<file path="config.mk">
export PLATFORM = sky130hd
export DESIGN_NAME = rlss_ram
export DESIGN_NICKNAME = d
export VERILOG_FILES = /design/src/rlss_ram.sv
export SDC_FILE = /design/constraint.sdc
export NUM_CORES = 1
export LEC_CHECK = 0
export ABC_AREA = 1
export CORE_MARGIN = 2
export CORE_UTILIZATION = 40
export DETAILED_ROUTE_END_ITERATION = 6
export DONT_BUFFER_PORTS = 1
export GPL_ROUTABILITY_DRIVEN = 0
export PLACE_DENSITY_LB_ADDON = 0.3
export SETUP_SLACK_MARGIN = 0.02
export SLEW_MARGIN = 0
export SYNTH_ARGS = -nofsm -noshare
export SYNTH_HDL_FRONTEND = slang
export SYNTH_SLANG_ARGS = --single-unit
export TNS_END_PERCENT = 10
</file>
<file path="constraint.sdc">
create_clock -name clk -period 2.3 [get_ports clk]
set_input_delay 0.46 -clock clk [delete_from_list [all_inputs] [get_ports clk]]
set_output_delay 0.46 -clock clk [all_outputs]
set_load 0.02 [all_outputs]
</file>
<file path="src/rlss_ram.sv">
`timescale 1ns / 1ps
// ----------------------------------------------------------------------------
// rlss_ram
// Generic single-write, single-read RAM with a registered read port.
// ----------------------------------------------------------------------------
module rlss_ram #(
	parameter int WIDTH = 32,
	parameter int DEPTH = 16
) (
	input  logic                                   clk,
	input  logic                                   we,
	input  logic [(DEPTH > 1 ? $clog2(DEPTH) : 1)-1:0] waddr,
	input  logic [WIDTH-1:0]                       wdata,
	input  logic [(DEPTH > 1 ? $clog2(DEPTH) : 1)-1:0] raddr,
	output logic [WIDTH-1:0]                       rdata
);

	logic [WIDTH-1:0] mem [DEPTH];

	// Write and registered read.
	always_ff @(posedge clk) begin
		if (we) begin
			mem[waddr] <= wdata;
		end
		rdata <= mem[raddr];
	end

endmodule

</file>
==> flow_metrics.py, run 1 <==
metrics = {
    "sta": {
        "max_clock_freq_mhz": 633.5,
        "slew_violations": 0,
        "slew_headroom_pct": 60.92,
        "final.period_utilization_pct": 68.64,
        "worst_hold_slack_ns": 0.04039,
        "grt_setup_unrepaired": "no",
        "post-route-min-period_ns": 1.579,
        "hold_viol_final": 0,
        "fin_worst_skew_ns": 0.01381,
        "setup_violations": 0,
        "worst-slew-pin-transition_ns": 0.5843,
    },
    "drt": {
        "totalWireLength_um": 51050,
        "drt-vias-per-instance": 4.818,
        "num_vias": 14150,
        "ant_nets": 0,
        "drc_errors": 0,
        "detail_route.first_pass.iterations": 5,
        "drt-wirelength-per-cell_um": 17.39,
        "drtIter0Drc": 1283,
    },
    "setup_path": {
        "critPathRequiredTime_ns": 1.84,
        "worst-setup-path-type": "reg2out",
        "worst_setup_path_end_kind": "primary output",
        "timing.critical_path.from_type": "register",
        "cp.arrival_ns": 1.12,
        "timing.rr.start": "mem[8][25]",
        "worstPathMaxFanout": 1,
        "worst_setup_path_startpoint": "rdata[27]",
    },
    "placed_design": {
        "hpwl_um": 24230,
        "port_buffer_count": 0,
    },
    "logic_synthesis": {
        "main_combinational_cell_family_by_area_after_synthesis": "simple AND/OR/NAND/NOR gates",
        "sequential_cell_area_fraction_in_the_yosys_report_pct": 70.46,
        "synth.yosys.warnings": 0,
        "post_synth_and_or_nand_nor_area_fraction_pct": 20.00,
        "synth-xor-area-share_pct": 0,
        "synth.mux.area_fraction_pct": 0,
        "yosys-top-cells-area": "sky130_fd_sc_hd__edfxtp_1, sky130_fd_sc_hd__nand2_1, sky130_fd_sc_hd__nand3_1, sky130_fd_sc_hd__inv_1, sky130_fd_sc_hd__dfxtp_1",
        "synth-adder-area-share_pct": 0,
        "synth.net_count": 2162,
        "postSynthCellCount": 2120,
        "yosys.area.top_type_share_pct": 67.64,
        "syn_avg_cell_area_um2": 10.72,
        "synth_top_cell_by_area": "sky130_fd_sc_hd__edfxtp_1",
        "synth.ff_latch_count": 544,
        "syn-cell-area_um2": 22730,
        "synth-compound-area-share_pct": 0,
        "yosys.cell_types.count": 15,
    },
    "floorplan": {
        "row_count": 87,
        "dieArea_um2": 58750,
        "die-width_um": 242.4,
        "floorplan.die.height_um": 242.4,
        "initial_utilization_pct": 40.39,
        "design.core.area_um2": 56280,
        "ios": 74,
    },
    "power": {
        "power_report.internal_total_w": 0.01617,
        "finalPower_w": 0.02062,
        "switchingPower_w": 0.004457,
        "power_switching_share_pct": 21.61,
        "share_clk_of_total_power_pct": 40.6,
        "seq_power_share_pct": 54.5,
        "pwr_density_cell_nw_per_um2": 805.4,
        "cellLeakagePower_nw": 10.64,
        "combPwrFrac_pct": 4.9,
        "vdd_drop_max_mv": 0.4952,
    },
    "grt": {
        "grt_busiest_layer": "met2",
        "grtUsageMet3_pct": 3.490,
        "grt_use_met1_pct": 24.20,
        "grt_pass1_vias": 13530,
        "grt_max_degree": 258,
        "overflow": 0,
        "initial_antenna_violation_count": 2,
        "groute.usage.overall_pct": 17.45,
        "grt_first_pass_wirelength_um": 78980,
        "grt_use_met2_pct": 28.24,
    },
    "final_layout": {
        "final_common_cell": "sky130_fd_sc_hd__nand2_1",
        "fillers": 5058,
        "p_r_area_growth_vs_syn_pct": 12.66,
        "fraction_of_final_layout_cells_with_drive_strength_greater_than_1_pct": 5.461,
        "nNetsFinal": 2175,
        "most-common-layout-cells": "sky130_fd_sc_hd__nand2_1, sky130_fd_sc_hd__edfxtp_1, sky130_fd_sc_hd__inv_1",
    },
    "job": {
        "cap_viol_max_count": 0,
    },
    "clock_tree": {
        "clock_tree_from_tritoncts": "built",
        "cts.htree.levels": 2,
        "cts.hold.buffers_added": 34,
        "numCtsBuffers": 56,
        "number_of_sinks_handled_by_clock_tree_synthesis": 544,
        "cts_setup_buffers": 0,
        "cts-root-buf": "sky130_fd_sc_hd__clkbuf_16",
        "cts.repair.resized": 0,
        "clockBufferDepth": 3,
        "worst_setup_hold_path_clk_slew_ns": 0.06,
        "later_pin_clock_latency_in_the_skew_report_ns": 0.60,
    },
    "min_path": {
        "hold_path.startpoint": "raddr[3]",
        "hp_class": "in2reg",
    },
    "outcome": {
        "outcome": "finished clean",
    },
}
==> stage by stage <==
step | instance area (um2) | utilization (%) | worst slack [ns] | std cells | TNS, ns
floorplan | 22730 | - | -0.1527 | 2120 | -66.72
global placement | 23580 | 41.90 | 0.6244 | 2797 | 0
detailed placement | 23580 | 41.90 | 0.5980 | 2797 | 0
CTS | 25610 | 45.50 | 0.6702 | 2935 | 0
global route | 25610 | 45.50 | 0.6422 | 2935 | 0
finish | 25610 | 45.50 | 0.7214 | 2936 | 0
==> logic make-up (layout without fill, tap and decap cells) <==
family | after synthesis | count (layout)
other | 0 | 1
flip-flops | 544 | 544
AND/OR/NAND/NOR | 1081 | 1081
buffers and inverters | 495 | 554
==> flip-flops by register name, indices dropped and copies added (netlist names) <==
name   count
mem      512
rdata     32
==> power groups by stage <==
stage / Combinational (W) / Clock [W] / Sequential [W]
detailed placement: 0.000862 / 0 / 0.0115
global route: 0.00115 / 0.00895 / 0.0113
global placement: 0.000846 / 0 / 0.0115
floorplan: 0.000756 / 0 / 0.0114
finish: 0.00102 / 0.00837 / 0.0112
CTS: 0.00103 / 0.00857 / 0.0112
==> cell type report <==
cell class | instances | area [um2] | share of cell area (%)
diodes | 1 | 2.502 | 0.009772
well taps | 756 | 945.9 | 3.694
flip-flops and latches | 544 | 16020 | 62.54
clock inverters | 32 | 200.2 | 0.7817
inverters | 390 | 1471 | 5.746
repair buffers | 60 | 823.3 | 3.215
multi-input cells | 1081 | 4667 | 18.22
clock buffers | 72 | 1483 | 5.790
==> cells in the mapped netlist <==
| cell | instances |
|---|---|
| sky130_fd_sc_hd__buf_6 | 29 |
| sky130_fd_sc_hd__nand2_1 | 677 |
| sky130_fd_sc_hd__buf_12 | 1 |
| sky130_fd_sc_hd__dfxtp_1 | 32 |
| sky130_fd_sc_hd__nand3b_1 | 2 |
| sky130_fd_sc_hd__edfxtp_1 | 512 |
| sky130_fd_sc_hd__buf_1 | 14 |
| sky130_fd_sc_hd__clkbuf_1 | 14 |
| sky130_fd_sc_hd__inv_2 | 1 |
| sky130_fd_sc_hd__buf_2 | 41 |
| sky130_fd_sc_hd__inv_1 | 388 |
| sky130_fd_sc_hd__nand3_1 | 385 |
| sky130_fd_sc_hd__buf_4 | 6 |
| sky130_fd_sc_hd__inv_4 | 1 |
| sky130_fd_sc_hd__nor2_1 | 17 |
==> metal layers <==
metal	wire (um)	vias to the layer above	part of all wire, %
met5	27	-	0.053
met4	961	4	1.9
met3	3428	68	6.7
met2	23820	417	47
met1	22810	6784	45
li1	-	6874	-
==> worst paths after layout <==
check	end	slack, ns	cells after the start
max	rdata[27]	0.72	0
min	rdata[23]	0.04	2
max reg2reg	rdata[25]	1.29	6
min reg2reg	rdata[27]	0.64	6
Power figures use the tool's default switching activity.
==> run 2: changes to the inputs <==
--- a/config.mk
+++ b/config.mk
@@ -5,7 +5,7 @@
 export SDC_FILE = /design/constraint.sdc
 export NUM_CORES = 1
 export LEC_CHECK = 0
-export ABC_AREA = 1
+export ABC_AREA = 0
 export CORE_MARGIN = 2
 export CORE_UTILIZATION = 40
 export DETAILED_ROUTE_END_ITERATION = 6
==> constraint.sdc (replaced) <==
create_clock -name clk -period 1.4 [get_ports clk]
set_input_delay 0.28 -clock clk [delete_from_list [all_inputs] [get_ports clk]]
set_output_delay 0.28 -clock clk [all_outputs]
set_load 0.02 [all_outputs]
==> run 2 against run 1 <==
Effect of this change:
- critical path depth grew 3
- area after synthesis decreased by 13%
- via count shrank 39%
- critical path type is now reg2reg
- largest cell class unchanged
==> flow_metrics.py, run 2 <==
metrics = {
    "outcome": {
        "outcome": "finished clean",
    },
    "power": {
        "cellLeakagePower_nw": 7.371,
        "switchingPower_w": 0.006968,
        "power_switching_share_pct": 20.41,
        "seq_power_share_pct": 54.1,
        "combPwrFrac_pct": 3.9,
        "vdd_drop_max_mv": 1.005,
        "pwr_density_cell_nw_per_um2": 1451,
        "power_report.internal_total_w": 0.02717,
        "share_clk_of_total_power_pct": 42.0,
    },
    "logic_synthesis": {
        "synth.ff_latch_count": 544,
        "synth-async-reset-ratio_pct": 0,
        "postSynthCellCount": 838,
        "syn_avg_cell_area_um2": 23.69,
        "synth.net_count": 880,
        "yosys.area.top_type_share_pct": 77.44,
        "synth_enable_flop_cells": 512,
        "syn-cell-area_um2": 19850,
        "yosys-top-cells-area": "sky130_fd_sc_hd__edfxtp_1, sky130_fd_sc_hd__mux4_2, sky130_fd_sc_hd__dfxtp_1, sky130_fd_sc_hd__a22oi_1, sky130_fd_sc_hd__nand2_1",
        "synth.most_common_cell": "sky130_fd_sc_hd__edfxtp_1",
        "synth-main-ff-cell": "sky130_fd_sc_hd__edfxtp_1",
        "synth_top_cells_by_count": "sky130_fd_sc_hd__edfxtp_1, sky130_fd_sc_hd__mux4_2, sky130_fd_sc_hd__a22oi_1, sky130_fd_sc_hd__nand2_1, sky130_fd_sc_hd__dfxtp_1",
        "synth_top_cell_by_area": "sky130_fd_sc_hd__edfxtp_1",
        "sequential_cell_area_fraction_in_the_yosys_report_pct": 80.67,
        "synth.yosys.warnings": 0,
        "yosys.cell_types.count": 18,
    },
    "job": {
        "cap_viol_max_count": 0,
    },
    "floorplan": {
        "ios": 74,
        "die-width_um": 226.8,
        "initial_utilization_pct": 40.56,
        "floorplan.die.height_um": 226.8,
        "dieArea_um2": 51430,
        "row_count": 81,
        "design.core.area_um2": 48950,
    },
    "sta": {
        "worst_slack_ns": 0.04738,
        "grt_setup_unrepaired": "yes",
        "setup_violations": 0,
        "max_clock_freq_mhz": 739.3,
        "final.period_utilization_pct": 96.62,
        "setup_tns_ns": 0,
        "post-route-min-period_ns": 1.353,
        "fin_worst_skew_ns": 0.01465,
        "slew_headroom_pct": 60.33,
        "worst-slew-pin-transition_ns": 0.5932,
        "hold_viol_final": 0,
        "slew_violations": 0,
    },
    "final_layout": {
        "sequential_cell_area_um2": 16030,
        "top_regs": "mem x512, rdata x32",
        "nNetsFinal": 975,
        "multiInputGateArea_um2": 3862,
        "largest_register_ffs": 512,
        "final_common_cell": "sky130_fd_sc_hd__edfxtp_1",
        "max_flop_register": "mem",
        "p_r_area_growth_vs_syn_pct": 18.45,
        "fraction_of_final_layout_cells_with_drive_strength_greater_than_1_pct": 30.88,
        "most-common-layout-cells": "sky130_fd_sc_hd__edfxtp_1, sky130_fd_sc_hd__mux4_2, sky130_fd_sc_hd__clkbuf_16",
        "fillers": 3891,
    },
    "setup_path": {
        "worstPathMaxFanout": 1,
        "worst_setup_path_end_kind": "register",
        "timing.critical_path.from_type": "register",
        "worst-setup-path-type": "reg2reg",
        "critPathRequiredTime_ns": 1.89,
        "cp.arrival_ns": 1.84,
        "ordered_cell_list_for_the_critical_path": "mux4_2 -> a22oi_1 -> nand2_1",
        "cpMaxStageDelayCell": "sky130_fd_sc_hd__mux4_2",
        "worst_path_largest_cell_delay_ns": 0.47,
    },
    "drt": {
        "drt-vias-per-instance": 5.256,
        "detail_route.first_pass.iterations": 5,
        "totalWireLength_um": 38400,
        "ant_nets": 0,
        "drt-wirelength-per-cell_um": 23.37,
        "drtIter0Drc": 842,
        "drc_errors": 0,
        "num_vias": 8636,
    },
    "grt": {
        "grt_pass1_vias": 9187,
        "initial_antenna_violation_count": 4,
        "groute.usage.overall_pct": 15.41,
        "grt_max_degree": 129,
        "grt_first_pass_wirelength_um": 58120,
        "overflow": 0,
    },
    "clock_tree": {
        "later_pin_clock_latency_in_the_skew_report_ns": 0.61,
        "clock_tree_from_tritoncts": "built",
        "cts-root-buf": "sky130_fd_sc_hd__clkbuf_16",
        "worst_setup_hold_path_clk_slew_ns": 0.06,
        "cts_setup_buffers": 0,
        "number_of_sinks_handled_by_clock_tree_synthesis": 544,
        "numCtsBuffers": 55,
        "cts.htree.levels": 2,
        "clockBufferDepth": 3,
    },
    "min_path": {
        "hp_class": "in2reg",
    },
    "placed_design": {
        "hpwl_um": 21810,
        "dp_slack_ns": -0.1346,
        "port_buffer_count": 0,
    },
}
-- run 2: changes by cell type after synthesis, moves of 5 or more --
cell,delta
sky130_fd_sc_hd__buf_2,-37
sky130_fd_sc_hd__buf_1,-5
sky130_fd_sc_hd__nand3_1,-384
sky130_fd_sc_hd__buf_6,-27
sky130_fd_sc_hd__inv_1,-388
sky130_fd_sc_hd__mux4_2,+128
sky130_fd_sc_hd__buf_4,+5
sky130_fd_sc_hd__nand2_1,-644
sky130_fd_sc_hd__a22oi_1,+64
-- run 2: routing by layer --
metal,global-route usage (%),vias to the layer above,wire length (um)
met5,0,-,39
met4,3.947,6,682
met3,3.978,62,2396
met2,23.88,183,18310
met1,21.85,4613,16970
li1,-,3772,-
-- run 2: per-stage QoR --
stage | instances | hold WS, ns | total power, W | area, um2 | utilization [%]
3_3_place_gp | 1507 | 0.3796 | 0.01985 | 21300 | 43.51
5_1_grt | 1642 | -0.001404 | 0.03527 | 23510 | 48.04
6_report | 1643 | 0.02702 | 0.03413 | 23520 | 48.04
2_1_floorplan | 838 | 0.3789 | 0.01965 | 19950 | -
3_5_place_dp | 1507 | 0.3795 | 0.01987 | 21300 | 43.51
4_1_cts | 1641 | -0.05636 | 0.03446 | 23430 | 47.86
-- run 2: final cells by class --
type / instances / area share, %
sequential: 544 / 68.15
multi-input combinational: 251 / 16.42
clock buffer: 72 / 6.337
timing repair buffer: 81 / 4.267
tap: 664 / 3.533
clock inverter: 30 / 1.277
antenna: 1 / 0.01064
-- run 2: logic make-up (layout without fill, tap and decap cells) --
| group | Yosys count | after routing | synth area share [%] |
|---|---|---|---|
| simple gates | 59 | 59 | 1.273 |
| flops | 544 | 544 | 80.67 |
| buf+inv | 43 | 183 | 1.122 |
| other cells | 0 | 1 | 0 |
| mux | 128 | 128 | 14.52 |
| compound gates | 64 | 64 | 2.420 |
-- run 2: final timing paths --
check / from / endpoint / slack, ns / cells past startpoint
setup / recovery: mem[11][19] / rdata[19] / 0.05 / 3
hold / removal: raddr[1] / rdata[16] / 0.03 / 3
setup reg to reg: mem[11][19] / rdata[19] / 0.05 / 3
hold reg to reg: mem[7][19] / rdata[19] / 0.66 / 3
-- run 2: repair_timing --
item | in CTS | in global routing
pin swaps | 1 | 2
endpoints found under the setup margin | 8 | 17
hold endpoints to repair | 531 | 4
hold buffers | 32 | 1
gates resized for setup | 9 | 17
-- run 2: power groups by stage --
stage	combinational [W]	clock [W]	sequential, W
2_1_floorplan	0.000889	0	0.0188
3_3_place_gp	0.00104	0	0.0188
3_5_place_dp	0.00104	0	0.0188
4_1_cts	0.00132	0.0147	0.0185
5_1_grt	0.00144	0.0153	0.0185
6_report	0.00133	0.0143	0.0185
-- run 2: worst max-delay path, delay by kind of cell (launching register included) --
| family | cells | cell delay [ns] |
|---|---|---|
| compound gates | 1 | 0.34 |
| flops | 1 | 0.35 |
| mux | 1 | 0.47 |
| simple gates | 1 | 0.08 |
